===== src/sv/lslf_pkg.sv =====
// ----------------------------------------------------------------------------
// Least-squares line fit: shared package
// Widths, codes, interface structures and the quotient saturation function
// used by the fit datapath, the shared multiplier and the divider.
// ----------------------------------------------------------------------------
`default_nettype none

package lslf_pkg;

	localparam int MAX_SAMPLES = 64;
	localparam int MIN_SAMPLES = 2;
	localparam int X_BITS      = 24;
	localparam int SAMPLE_X_W  = 24;
	localparam int Y_BITS      = 32;
	localparam int LOG_MAX     = $clog2(MAX_SAMPLES);
	localparam int CNT_W       = $clog2(MAX_SAMPLES + 1);
	localparam int SX_W        = X_BITS + LOG_MAX;
	localparam int SY_W        = Y_BITS + LOG_MAX;
	localparam int SXY_W       = X_BITS + Y_BITS + LOG_MAX;
	localparam int SXX_W       = 2 * X_BITS + LOG_MAX;

	localparam int MUL_W       = 32;
	localparam int OPD_W       = 2 * MUL_W;
	localparam int ACC_W       = 128;
	localparam int DEN_W       = 64;
	localparam int SLOPE_W     = 64;
	localparam int ICPT_W      = 48;
	localparam int FRAC_W      = 16;

	localparam int N_PRODS     = 6;
	localparam int N_UOPS      = 4 * N_PRODS;
	localparam int UOP_W       = $clog2(N_UOPS + 1);
	localparam int PROD_W      = UOP_W - 2;
	localparam int DIV_CNT_W   = $clog2(ACC_W);

	localparam int ACC_N       = 3;
	localparam int ACC_IDX_W   = $clog2(ACC_N);

	typedef enum logic [1:0] {
		FIT_OK    = 2'd0,
		FIT_FEW   = 2'd1,
		FIT_DEGEN = 2'd2,
		FIT_OVF   = 2'd3
	} fit_status_t;

	localparam logic [ACC_IDX_W-1:0] ACC_DEN = ACC_IDX_W'(0);
	localparam logic [ACC_IDX_W-1:0] ACC_SN  = ACC_IDX_W'(1);
	localparam logic [ACC_IDX_W-1:0] ACC_IN  = ACC_IDX_W'(2);

	localparam logic [PROD_W-1:0] PR_N_SXX  = PROD_W'(0);
	localparam logic [PROD_W-1:0] PR_SX_SX  = PROD_W'(1);
	localparam logic [PROD_W-1:0] PR_N_SXY  = PROD_W'(2);
	localparam logic [PROD_W-1:0] PR_SX_SY  = PROD_W'(3);
	localparam logic [PROD_W-1:0] PR_SXX_SY = PROD_W'(4);
	localparam logic [PROD_W-1:0] PR_SX_SXY = PROD_W'(5);

	typedef struct packed {
		logic             en;
		logic [MUL_W-1:0] a;
		logic [MUL_W-1:0] b;
	} mul_req_t;

	typedef struct packed {
		logic             start;
		logic [ACC_W-1:0] num;
		logic [DEN_W-1:0] den;
	} div_req_t;

	typedef struct packed {
		logic busy;
		logic done;
	} div_stat_t;

	typedef struct packed {
		logic                 vld;
		logic [ACC_IDX_W-1:0] dst;
		logic                 neg;
		logic [1:0]           shift;
	} mac_tag_t;

	// Applies the sign to a quotient magnitude and clamps it to a signed
	// field of the given width; the caller keeps the low bits it needs.
	function automatic logic [SLOPE_W-1:0] sat_quot(input logic [ACC_W-1:0] q,
			input logic neg, input int unsigned bits);
		logic [ACC_W-1:0] top;
		logic [ACC_W-1:0] v;
		top = ACC_W'(1) << (bits - 1);
		if (neg) begin
			v = (q > top) ? top : q;
			v = -v;
		end else begin
			v = (q > top - ACC_W'(1)) ? top - ACC_W'(1) : q;
		end
		return v[SLOPE_W-1:0];
	endfunction

endpackage

`default_nettype wire


===== src/sv/lslf_mul.sv =====
// ----------------------------------------------------------------------------
// Least-squares line fit: shared multiplier
// One unsigned 32 by 32 multiplier with a registered product, used for the
// per-sample products and for every partial product of the fit.
// ----------------------------------------------------------------------------
`default_nettype none

module lslf_mul (
	input  wire logic                               clk,
	input  wire lslf_pkg::mul_req_t                 req,
	output logic [2*lslf_pkg::MUL_W-1:0]            prod_q
);

	always_ff @(posedge clk) begin
		if (req.en) begin
			prod_q <= req.a * req.b;
		end
	end

endmodule

`default_nettype wire


===== config.mk =====
export PLATFORM = sky130hd
export DESIGN_NAME = lslf_mul
export DESIGN_NICKNAME = d
export VERILOG_FILES = /design/src/sv/lslf_pkg.sv /design/src/sv/lslf_mul.sv
export SDC_FILE = /design/constraint.sdc
export NUM_CORES = 2
export LEC_CHECK = 0
export ABC_AREA = 1
export BUFFER_PORTS_ARGS = -buffer_cell sky130_fd_sc_hd__buf_2
export CORE_ASPECT_RATIO = 0.75
export CORE_MARGIN = 8
export CORE_UTILIZATION = 61
export DETAILED_ROUTE_END_ITERATION = 6
export GPL_TIMING_DRIVEN = 0
export PLACE_DENSITY = 0.79
export RECOVER_POWER = 100
export SETUP_SLACK_MARGIN = 0.02
export SYNTH_ARGS = -nofsm -noshare
export SYNTH_HDL_FRONTEND = slang
export SYNTH_SLANG_ARGS = --single-unit

===== constraint.sdc =====
create_clock -name clk -period 7.27 [get_ports clk]
set_input_delay 0.727 -clock clk [delete_from_list [all_inputs] [get_ports clk]]
set_output_delay 0.727 -clock clk [all_outputs]
set_load 0.005 [all_outputs]

==> results.ini <==
[outcome]
status=complete, but fails checks
failed_checks=design-rule violations, max-capacitance violations, max-slew violations, negative setup slack

[timing]
slew_headroom=-1.27
finalSetupTns_ps=-149
setup_viol=4
finalHoldViolations=0
clock.fmax_mhz=135
hold_slack_ps=776
worstMarginPinSlew_ps=3400
drv_slew=65
setup_slack_ps=-113
post-route-period-util=1.02
grt_setup_unrepaired=yes
min_period_ps=7380

[global_route]
grt_start_max_net_pins=65
grt_pass1_wl_mm=204
track_usage=0.394
antenna_found_initial=14
grt-ovfl-total=0
first_global_vias=32900

[floorplan]
die_y_um=232
core-area_um2=61900
dieArea_um2=70700
num_io_pins=130
die_x_um=304
initial_core_util=0.615
rows=79

[critical_path]
worst-path-buf-inv=5
crit_type=primary input to register
worstPathMaxFanout=10
crit_required_ps=7380
cp_cell_sequence=clkbuf_4, clkbuf_2, nand2_1, fa_1, fa_1, inv_1, fa_1, inv_1, fa_1, fa_1, fa_1, inv_1, ha_1, ha_1, ha_1, nand2_1, nor3_1, nand2_1, nor3_2, nand2_1, nand4_1, nand2_1
worstSetupEndpointType=register
crit_family=adder cells
slowest_stage=fa_1
cp_common_cell=fa_1
critical_path.max_stage_delay_ps=680
crit_arrival_ps=7490
worstSetupStartpointType=primary input

[placement]
portBuffers=129
dp_hpwl_mm=115
place_congestion=1.10
dp.cells=5962

[run]
drv_cap=1

[cts]
cts_buffers=9
clock-sinks=64
postCtsHoldBufs=0
htree_levels=3
clock_path_buffers=2
cts-root-buf=clkbuf_16
cts_tree=done
clk_pin_slew_ps=60

[worst_hold_path]
hold_class=primary input to register

[detailed_routing]
wire_per_inst_um=23.2
drt-vias-per-instance=5.54
ant_nets=0
drc=3
vias=33200
finalWirelength_mm=139
dr.pass1.iters=7
drtIter0Drc=4439

[finish]
drive_gt1_frac=0.0743
finalNonFillerCells=5992
largest_register_ffs=64
synthToLayoutAreaGrowth_pct=7.52
top_register=prod_q
reg_top3=prod_q x64
layout.nets=6389
fillerInstances=5337

[logic_synthesis]
yosysWarnings=0
synth_cells=5023
synth_top_cell_by_area=fa_1
synth_area_um2=38000
avgSynthCellArea_um2=7.57
ys_seq_area_frac=0.0505
netlist_top_cells_area=fa_1, inv_1, nand2_1
yosysTopAreaCellShare=0.472
synth_nets=6248
ys_types=23
ys_ff_latch=64

metrics by stage:
stage	worst slack, ps	util	cell area, um2
after floorplan	588	-	38000
after global placement	-1100	0.642	39700
after detailed placement	-1120	0.642	39700
after CTS	16.7	0.654	40500
after global routing	-78.7	0.661	40900
final	-113	0.661	40900
path summary, 6_finish.rpt:
| path | from | endpoint | slack, ps | cells past startpoint |
|---|---|---|---|---|
| max | req[25] | prod_q[56]$_DFFE_PP_ | -110 | 22 |
| min | req[0] | prod_q[0]$_DFFE_PP_ | 780 | 3 |
cells by family (layout without fill, tap and decap cells):
family,after synthesis,count (layout),synth area share
buf+inv,1927,2073,0.190
simple gates,1781,1781,0.185
fa+ha+maj,1159,1159,0.558
flops,64,64,0.0505
compound gates,57,57,0.00839
xor+xnor,35,35,0.00806
other cells,0,13,0
cells in the final DEF, fill, tap and decap left out, drive strengths merged:
| cell type | netlist | final |
|---|---|---|
| nand4 | 16 | 16 |
| clkinvlp | 0 | 1 |
| fa | 896 | 896 |
| xor2 | 33 | 33 |
| nand2 | 1581 | 1581 |
| buf | 0 | 151 |
| clkinv | 0 | 2 |
| edfxtp | 64 | 64 |
| o21ai | 2 | 2 |
| clkbuf | 192 | 180 |
| diode | 0 | 13 |
| bufinv | 0 | 3 |
| xnor2 | 2 | 2 |
| nand3 | 65 | 65 |
| inv | 1735 | 1736 |
| ha | 263 | 263 |
| nor3 | 18 | 18 |
| nor2 | 101 | 101 |
| a21oi | 43 | 43 |
| o21bai | 12 | 12 |
what timing repair did:
action	4_1_cts	5_1_grt
buffers inserted	0	2
setup endpoints to repair	45	39
gates resized for setup	226	313
endpoints found under the hold margin	0	0
pin swaps	0	2
gates cloned	0	0
Yosys cell counts (all sizes together):
master     n
fa       896
nand2   1581
o21bai    12
nand4     16
clkbuf   192
xnor2      2
edfxtp    64
nand3     65
nor2     101
ha       263
xor2      33
o21ai      2
inv     1735
a21oi     43
nor3      18
cell type report:
class / instances / area (um2) / area share
clock inverters: 7 / 119 / 0.00291
repair buffers: 131 / 614 / 0.0150
diodes: 13 / 32.5 / 0.000795
clock buffers: 9 / 225 / 0.00551
flip-flops and latches: 64 / 1920 / 0.0470
inverters: 1735 / 6510 / 0.159
plain buffers: 191 / 1420 / 0.0348
multi-input cells: 3032 / 29000 / 0.710
well taps: 810 / 1010 / 0.0248
layer usage:
layer,vias to the layer above,part of all wire,GRT usage
li1,14000,-,-
met1,15800,0.34,0.497
met2,2694,0.40,0.545
met3,625,0.19,0.197
met4,12,0.076,0.227
met5,-,0.00088,0
Power is not shown: default switching activity piles up to over one toggle a cycle in this logic, so the estimate is an artifact.
