--- src/sv/lslf_pkg.sv ---
// ----------------------------------------------------------------------------
// Least-squares line fit: shared package
// Widths, codes, interface structures and the quotient saturation function
// used by the fit datapath, the shared multiplier and the divider.
// ----------------------------------------------------------------------------
`default_nettype none

package lslf_pkg;

	localparam int MAX_SAMPLES = 64;
	localparam int MIN_SAMPLES = 2;
	localparam int X_BITS      = 24;
	localparam int SAMPLE_X_W  = 24;
	localparam int Y_BITS      = 32;
	localparam int LOG_MAX     = $clog2(MAX_SAMPLES);
	localparam int CNT_W       = $clog2(MAX_SAMPLES + 1);
	localparam int SX_W        = X_BITS + LOG_MAX;
	localparam int SY_W        = Y_BITS + LOG_MAX;
	localparam int SXY_W       = X_BITS + Y_BITS + LOG_MAX;
	localparam int SXX_W       = 2 * X_BITS + LOG_MAX;

	localparam int MUL_W       = 32;
	localparam int OPD_W       = 2 * MUL_W;
	localparam int ACC_W       = 128;
	localparam int DEN_W       = 64;
	localparam int SLOPE_W     = 64;
	localparam int ICPT_W      = 48;
	localparam int FRAC_W      = 16;

	localparam int N_PRODS     = 6;
	localparam int N_UOPS      = 4 * N_PRODS;
	localparam int UOP_W       = $clog2(N_UOPS + 1);
	localparam int PROD_W      = UOP_W - 2;
	localparam int DIV_CNT_W   = $clog2(ACC_W);

	localparam int ACC_N       = 3;
	localparam int ACC_IDX_W   = $clog2(ACC_N);

	typedef enum logic [1:0] {
		FIT_OK    = 2'd0,
		FIT_FEW   = 2'd1,
		FIT_DEGEN = 2'd2,
		FIT_OVF   = 2'd3
	} fit_status_t;

	localparam logic [ACC_IDX_W-1:0] ACC_DEN = ACC_IDX_W'(0);
	localparam logic [ACC_IDX_W-1:0] ACC_SN  = ACC_IDX_W'(1);
	localparam logic [ACC_IDX_W-1:0] ACC_IN  = ACC_IDX_W'(2);

	localparam logic [PROD_W-1:0] PR_N_SXX  = PROD_W'(0);
	localparam logic [PROD_W-1:0] PR_SX_SX  = PROD_W'(1);
	localparam logic [PROD_W-1:0] PR_N_SXY  = PROD_W'(2);
	localparam logic [PROD_W-1:0] PR_SX_SY  = PROD_W'(3);
	localparam logic [PROD_W-1:0] PR_SXX_SY = PROD_W'(4);
	localparam logic [PROD_W-1:0] PR_SX_SXY = PROD_W'(5);

	typedef struct packed {
		logic             en;
		logic [MUL_W-1:0] a;
		logic [MUL_W-1:0] b;
	} mul_req_t;

	typedef struct packed {
		logic             start;
		logic [ACC_W-1:0] num;
		logic [DEN_W-1:0] den;
	} div_req_t;

	typedef struct packed {
		logic busy;
		logic done;
	} div_stat_t;

	typedef struct packed {
		logic                 vld;
		logic [ACC_IDX_W-1:0] dst;
		logic                 neg;
		logic [1:0]           shift;
	} mac_tag_t;

	// Applies the sign to a quotient magnitude and clamps it to a signed
	// field of the given width; the caller keeps the low bits it needs.
	function automatic logic [SLOPE_W-1:0] sat_quot(input logic [ACC_W-1:0] q,
			input logic neg, input int unsigned bits);
		logic [ACC_W-1:0] top;
		logic [ACC_W-1:0] v;
		top = ACC_W'(1) << (bits - 1);
		if (neg) begin
			v = (q > top) ? top : q;
			v = -v;
		end else begin
			v = (q > top - ACC_W'(1)) ? top - ACC_W'(1) : q;
		end
		return v[SLOPE_W-1:0];
	endfunction

endpackage

`default_nettype wire

--- src/sv/lslf_div.sv ---
// ----------------------------------------------------------------------------
// Least-squares line fit: restoring divider
// Unsigned 128 by 64 bit division, one quotient bit per cycle. The dividend
// register shifts out its top bit as each quotient bit shifts in.
// ----------------------------------------------------------------------------
`default_nettype none

module lslf_div (
	input  wire logic                          clk,
	input  wire logic                          arst_n,
	input  wire lslf_pkg::div_req_t            req,
	output lslf_pkg::div_stat_t                stat,
	output logic [lslf_pkg::ACC_W-1:0]         quot
);

	logic [lslf_pkg::ACC_W-1:0]     num_q;
	logic [lslf_pkg::DEN_W-1:0]     rem_q;
	logic [lslf_pkg::DEN_W-1:0]     den_q;
	logic [lslf_pkg::DIV_CNT_W-1:0] cnt_q;
	logic                           busy_q;
	logic                           done_q;
	logic [lslf_pkg::DEN_W:0]       trial;
	logic [lslf_pkg::DEN_W:0]       diff;
	logic                           fits;

	assign trial = {rem_q, num_q[lslf_pkg::ACC_W-1]};
	assign diff  = trial - {1'b0, den_q};
	assign fits  = trial >= {1'b0, den_q};

	always_ff @(posedge clk or negedge arst_n) begin
		if (!arst_n) begin
			busy_q <= 1'b0;
			done_q <= 1'b0;
			cnt_q  <= '0;
		end else begin
			done_q <= 1'b0;
			if (req.start) begin
				busy_q <= 1'b1;
				cnt_q  <= '0;
			end else if (busy_q) begin
				cnt_q <= cnt_q + lslf_pkg::DIV_CNT_W'(1);
				if (cnt_q == lslf_pkg::DIV_CNT_W'(lslf_pkg::ACC_W - 1)) begin
					busy_q <= 1'b0;
					done_q <= 1'b1;
				end
			end
		end
	end

	always_ff @(posedge clk) begin
		if (req.start) begin
			num_q <= req.num;
			den_q <= req.den;
			rem_q <= '0;
		end else if (busy_q) begin
			num_q <= {num_q[lslf_pkg::ACC_W-2:0], fits};
			rem_q <= fits ? diff[lslf_pkg::DEN_W-1:0] : trial[lslf_pkg::DEN_W-1:0];
		end
	end

	assign stat = '{busy: busy_q, done: done_q};
	assign quot = num_q;

endmodule

`default_nettype wire

--- config.mk ---
export PLATFORM = sky130hd
export DESIGN_NAME = lslf_div
export DESIGN_NICKNAME = d
export VERILOG_FILES = /design/src/sv/lslf_pkg.sv /design/src/sv/lslf_div.sv
export SDC_FILE = /design/constraint.sdc
export NUM_CORES = 1
export LEC_CHECK = 0
export BUFFER_PORTS_ARGS = -buffer_cell sky130_fd_sc_hd__buf_2
export CAP_MARGIN = 25
export CORE_UTILIZATION = 60
export CTS_CLUSTER_DIAMETER = 50
export DETAILED_ROUTE_END_ITERATION = 10
export GPL_ROUTABILITY_DRIVEN = 1
export PLACE_DENSITY_LB_ADDON = 0.3
export SLEW_MARGIN = 25
export SYNTH_ARGS = -nofsm -noshare
export SYNTH_HDL_FRONTEND = slang
export SYNTH_SLANG_ARGS = --single-unit
--- constraint.sdc ---
create_clock -name clk -period 10.6 [get_ports clk]
set_input_delay 1.06 -clock clk [delete_from_list [all_inputs] [get_ports clk]]
set_output_delay 1.06 -clock clk [all_outputs]
set_load 0.005 [all_outputs]
==> reports/results.ini <==
[clock_tree]
insertion_delay_ns=0.52
cts.path.max_buffers=3
htree_levels=2
hold_buffers=0
clk_pin_slew_ns=0.06
clockRootBuffer=clkbuf_16
clock-sinks=265
cts-resized-gates=0
cts_tree=done
cts_setup_buffers=0
cts_buffers=35

[power_and_ir_drop]
p_int_uw=2600
total_power_uw=4090
seq_power_share_pct=34.9
p_sw_uw=1490
clkPwrFrac_pct=28.2
power_frac_comb_pct=36.9
leakage_uw=0.00759
ir_drop_mv=0.151
power_density_nw_per_um2=230
swShare_pct=36.5

[layout]
final_common_cell=buf_2
final_nets=1952
drive_above_1_share_pct=31.8
area_delta_synth_final_pct=19.3
multiInputGateArea_um2=6950
seqCellArea_um2=7280
n_fill_cell=1778
final_cell_mix=buf_2, edfxtp_1, nand2_1

[timing]
post-route-period-util_pct=36.3
final.min_clock_period_ns=3.84
relSlewSlack_pct=35.5
setup_viol=0
finClkSkew_ns=0.0251
rsz0062_at_grt=false
worst_slew_pin_slew_ns=0.965
final_max_slew_viol_count=0
finalSetupTns_ns=0
timing.fmax_mhz=260
hold_violations=0

[grt]
overflow=0
use_met1_pct=38.7
grtUsageMet2_pct=52.1
top_usage_layer=met2
grt_util_met3_pct=7.76
grt_max_degree=90
antenna_found_initial=12
grt_pass1_wl_um=63100
grt_pass1_vias=12022
grt_usage_pct=31.5

[logic_synthesis]
synth_area_um2=14900
yosys-top-cells-area=edfxtp_1, mux2_2, dfxtp_1
synth_ff_type=edfxtp_1
synth-edff-count=192
syn_inst=1402
syn_area_per_cell_um2=10.6
yosysTopAreaCell=edfxtp_1
synth_cell_types=78
ys_seq_area_share_pct=48.8
yosysWarnings=0
synth_top_area_share_pct=38.7
ys_ff_latch=265
synthArstFlopShare_pct=3.40
synth_nets=1663

[route]
routed_via_density=5.92
drc=0
drtIter0Drc=994
drt-pass1-iter-count=5
wl_per_cell_um=19.9
final_antenna_net_count=0
wl_um=40900
vias=12152

[min_path]
min_path_type=input pin to async pin

[place]
dp_hpwl_um=29300
place_congestion=0.914
portBuffers=324

[die]
start_util_pct=61.3
io-pin-count=325
fp-row-count=57
die_w_um=160
coreArea_um2=24300
dieArea_um2=25500
fp.dieH_um=160

[setup_path]
setup.worst_path.start_class=register
worstPathArrival_ns=4.26
crit_required_ns=11.02
end_kind=register
path_max_fanout=4
crit_type=register to register

[run_status]
status=finished, final reports clean

[job]
cap_violations=0

==> critical path: stages (launching register included) <==
cell and delay, ns:
edfxtp_1 0.37, inv_1 0.06, ha_1 0.21, fa_1 0.40
nor2b_1 0.17, o2111ai_1 0.16, a21boi_0 0.40, o211ai_1 0.22
a211oi_1 0.66, o2111ai_1 0.26, a21boi_0 0.26, mux2i_1 0.20
o21ai_0 0.10, a311oi_1 0.27
==> flip-flops by register name, indices dropped and copies added, names as in the netlist <==
name    cells
quot      128
den_q      64
rem_q      64
cnt_q       7
busy_q      1
done_q      1
==> synth_stat cells, types with 6 or more instances <==
cell      count
edfxtp_1    192
nand2_1     168
mux2_2      128
nor2_1      107
inv_1        82
a21oi_1      75
ha_1         65
dfxtp_1      64
o21ai_0      50
clkbuf_1     48
a311oi_1     43
xnor2_1      34
a21o_1       28
xor2_1       24
nand3_1      19
nand4_1      19
buf_2        17
nand2b_1     16
o21bai_1     14
a31oi_1      13
and3_1       12
nor3_1       11
a21boi_0     10
a311oi_2      9
dfrtp_1       9
o211ai_1      9
a211oi_1      8
mux2i_1       8
o21ai_1       8
or3_1         7
and2_1        6
buf_6         6
nor4_1        6
==> power by group through the flow <==
stage	logic (uW)	clock network (uW)	registers, uW
floorplan	1150	0	1410
global placement	1460	0	1430
detailed placement	1480	0	1440
CTS	1490	1160	1420
global route	1670	1200	1450
finish	1510	1150	1430
==> area by class of cell <==
type | instances | share of cell area (%)
repair buffers | 330 | 9.45
well taps | 324 | 2.28
inverters | 82 | 1.75
clock buffers | 43 | 5.21
multi-input cells | 977 | 39.1
diodes | 11 | 0.155
flip-flops and latches | 265 | 40.9
clock inverters | 19 | 1.11
==> routing by layer <==
layer	vias up	wire length, um
met1	5784	16300
met3	119	2940
li1	5760	-
met4	2	1680
met2	487	20000
met5	-	13
==> kinds of logic after synthesis <==
kind of cell               Yosys count  share of synthesized area (%)
and+or+nand+nor                    393                           12.0
AOI/OAI and AO/OA                  324                           15.4
DFF                                265                           48.8
buffers and inverters              160                           4.57
muxes                              136                           10.2
adders and majority gates           66                           5.59
xor gates and xnor gates            58                           3.41
==> per-stage QoR <==
stage | cell area (um2) | util (%) | hold slack (ns) | setup WS [ns] | cells
finish | 17800 | 73.1 | 0.391 | 6.76 | 2051
floorplan | 14900 | - | 0.453 | 5.89 | 1402
detailed placement | 16600 | 68.3 | 0.492 | 6.84 | 1978
global route | 17800 | 73.1 | 0.403 | 6.39 | 2050
CTS | 17700 | 73.0 | 0.391 | 6.81 | 2040
global placement | 16600 | 68.3 | 0.476 | 6.91 | 1978
==> path summary, 6_finish.rpt <==
kind | slack, ns | cells past startpoint | to | start
max in group asynchronous | 10.00 | 1 | busy_q | arst_n
worst min register to register | 0.49 | 2 | rem_q[19] | rem_q[18]
worst max register to register | 6.76 | 13 | rem_q[54] | quot[127]
min in group clk | 0.49 | 2 | rem_q[19] | rem_q[18]
worst max-delay path | 6.76 | 13 | rem_q[54] | quot[127]
worst min-delay path | 0.39 | 1 | done_q | arst_n
No activity file was read; power rests on OpenSTA's default activity.
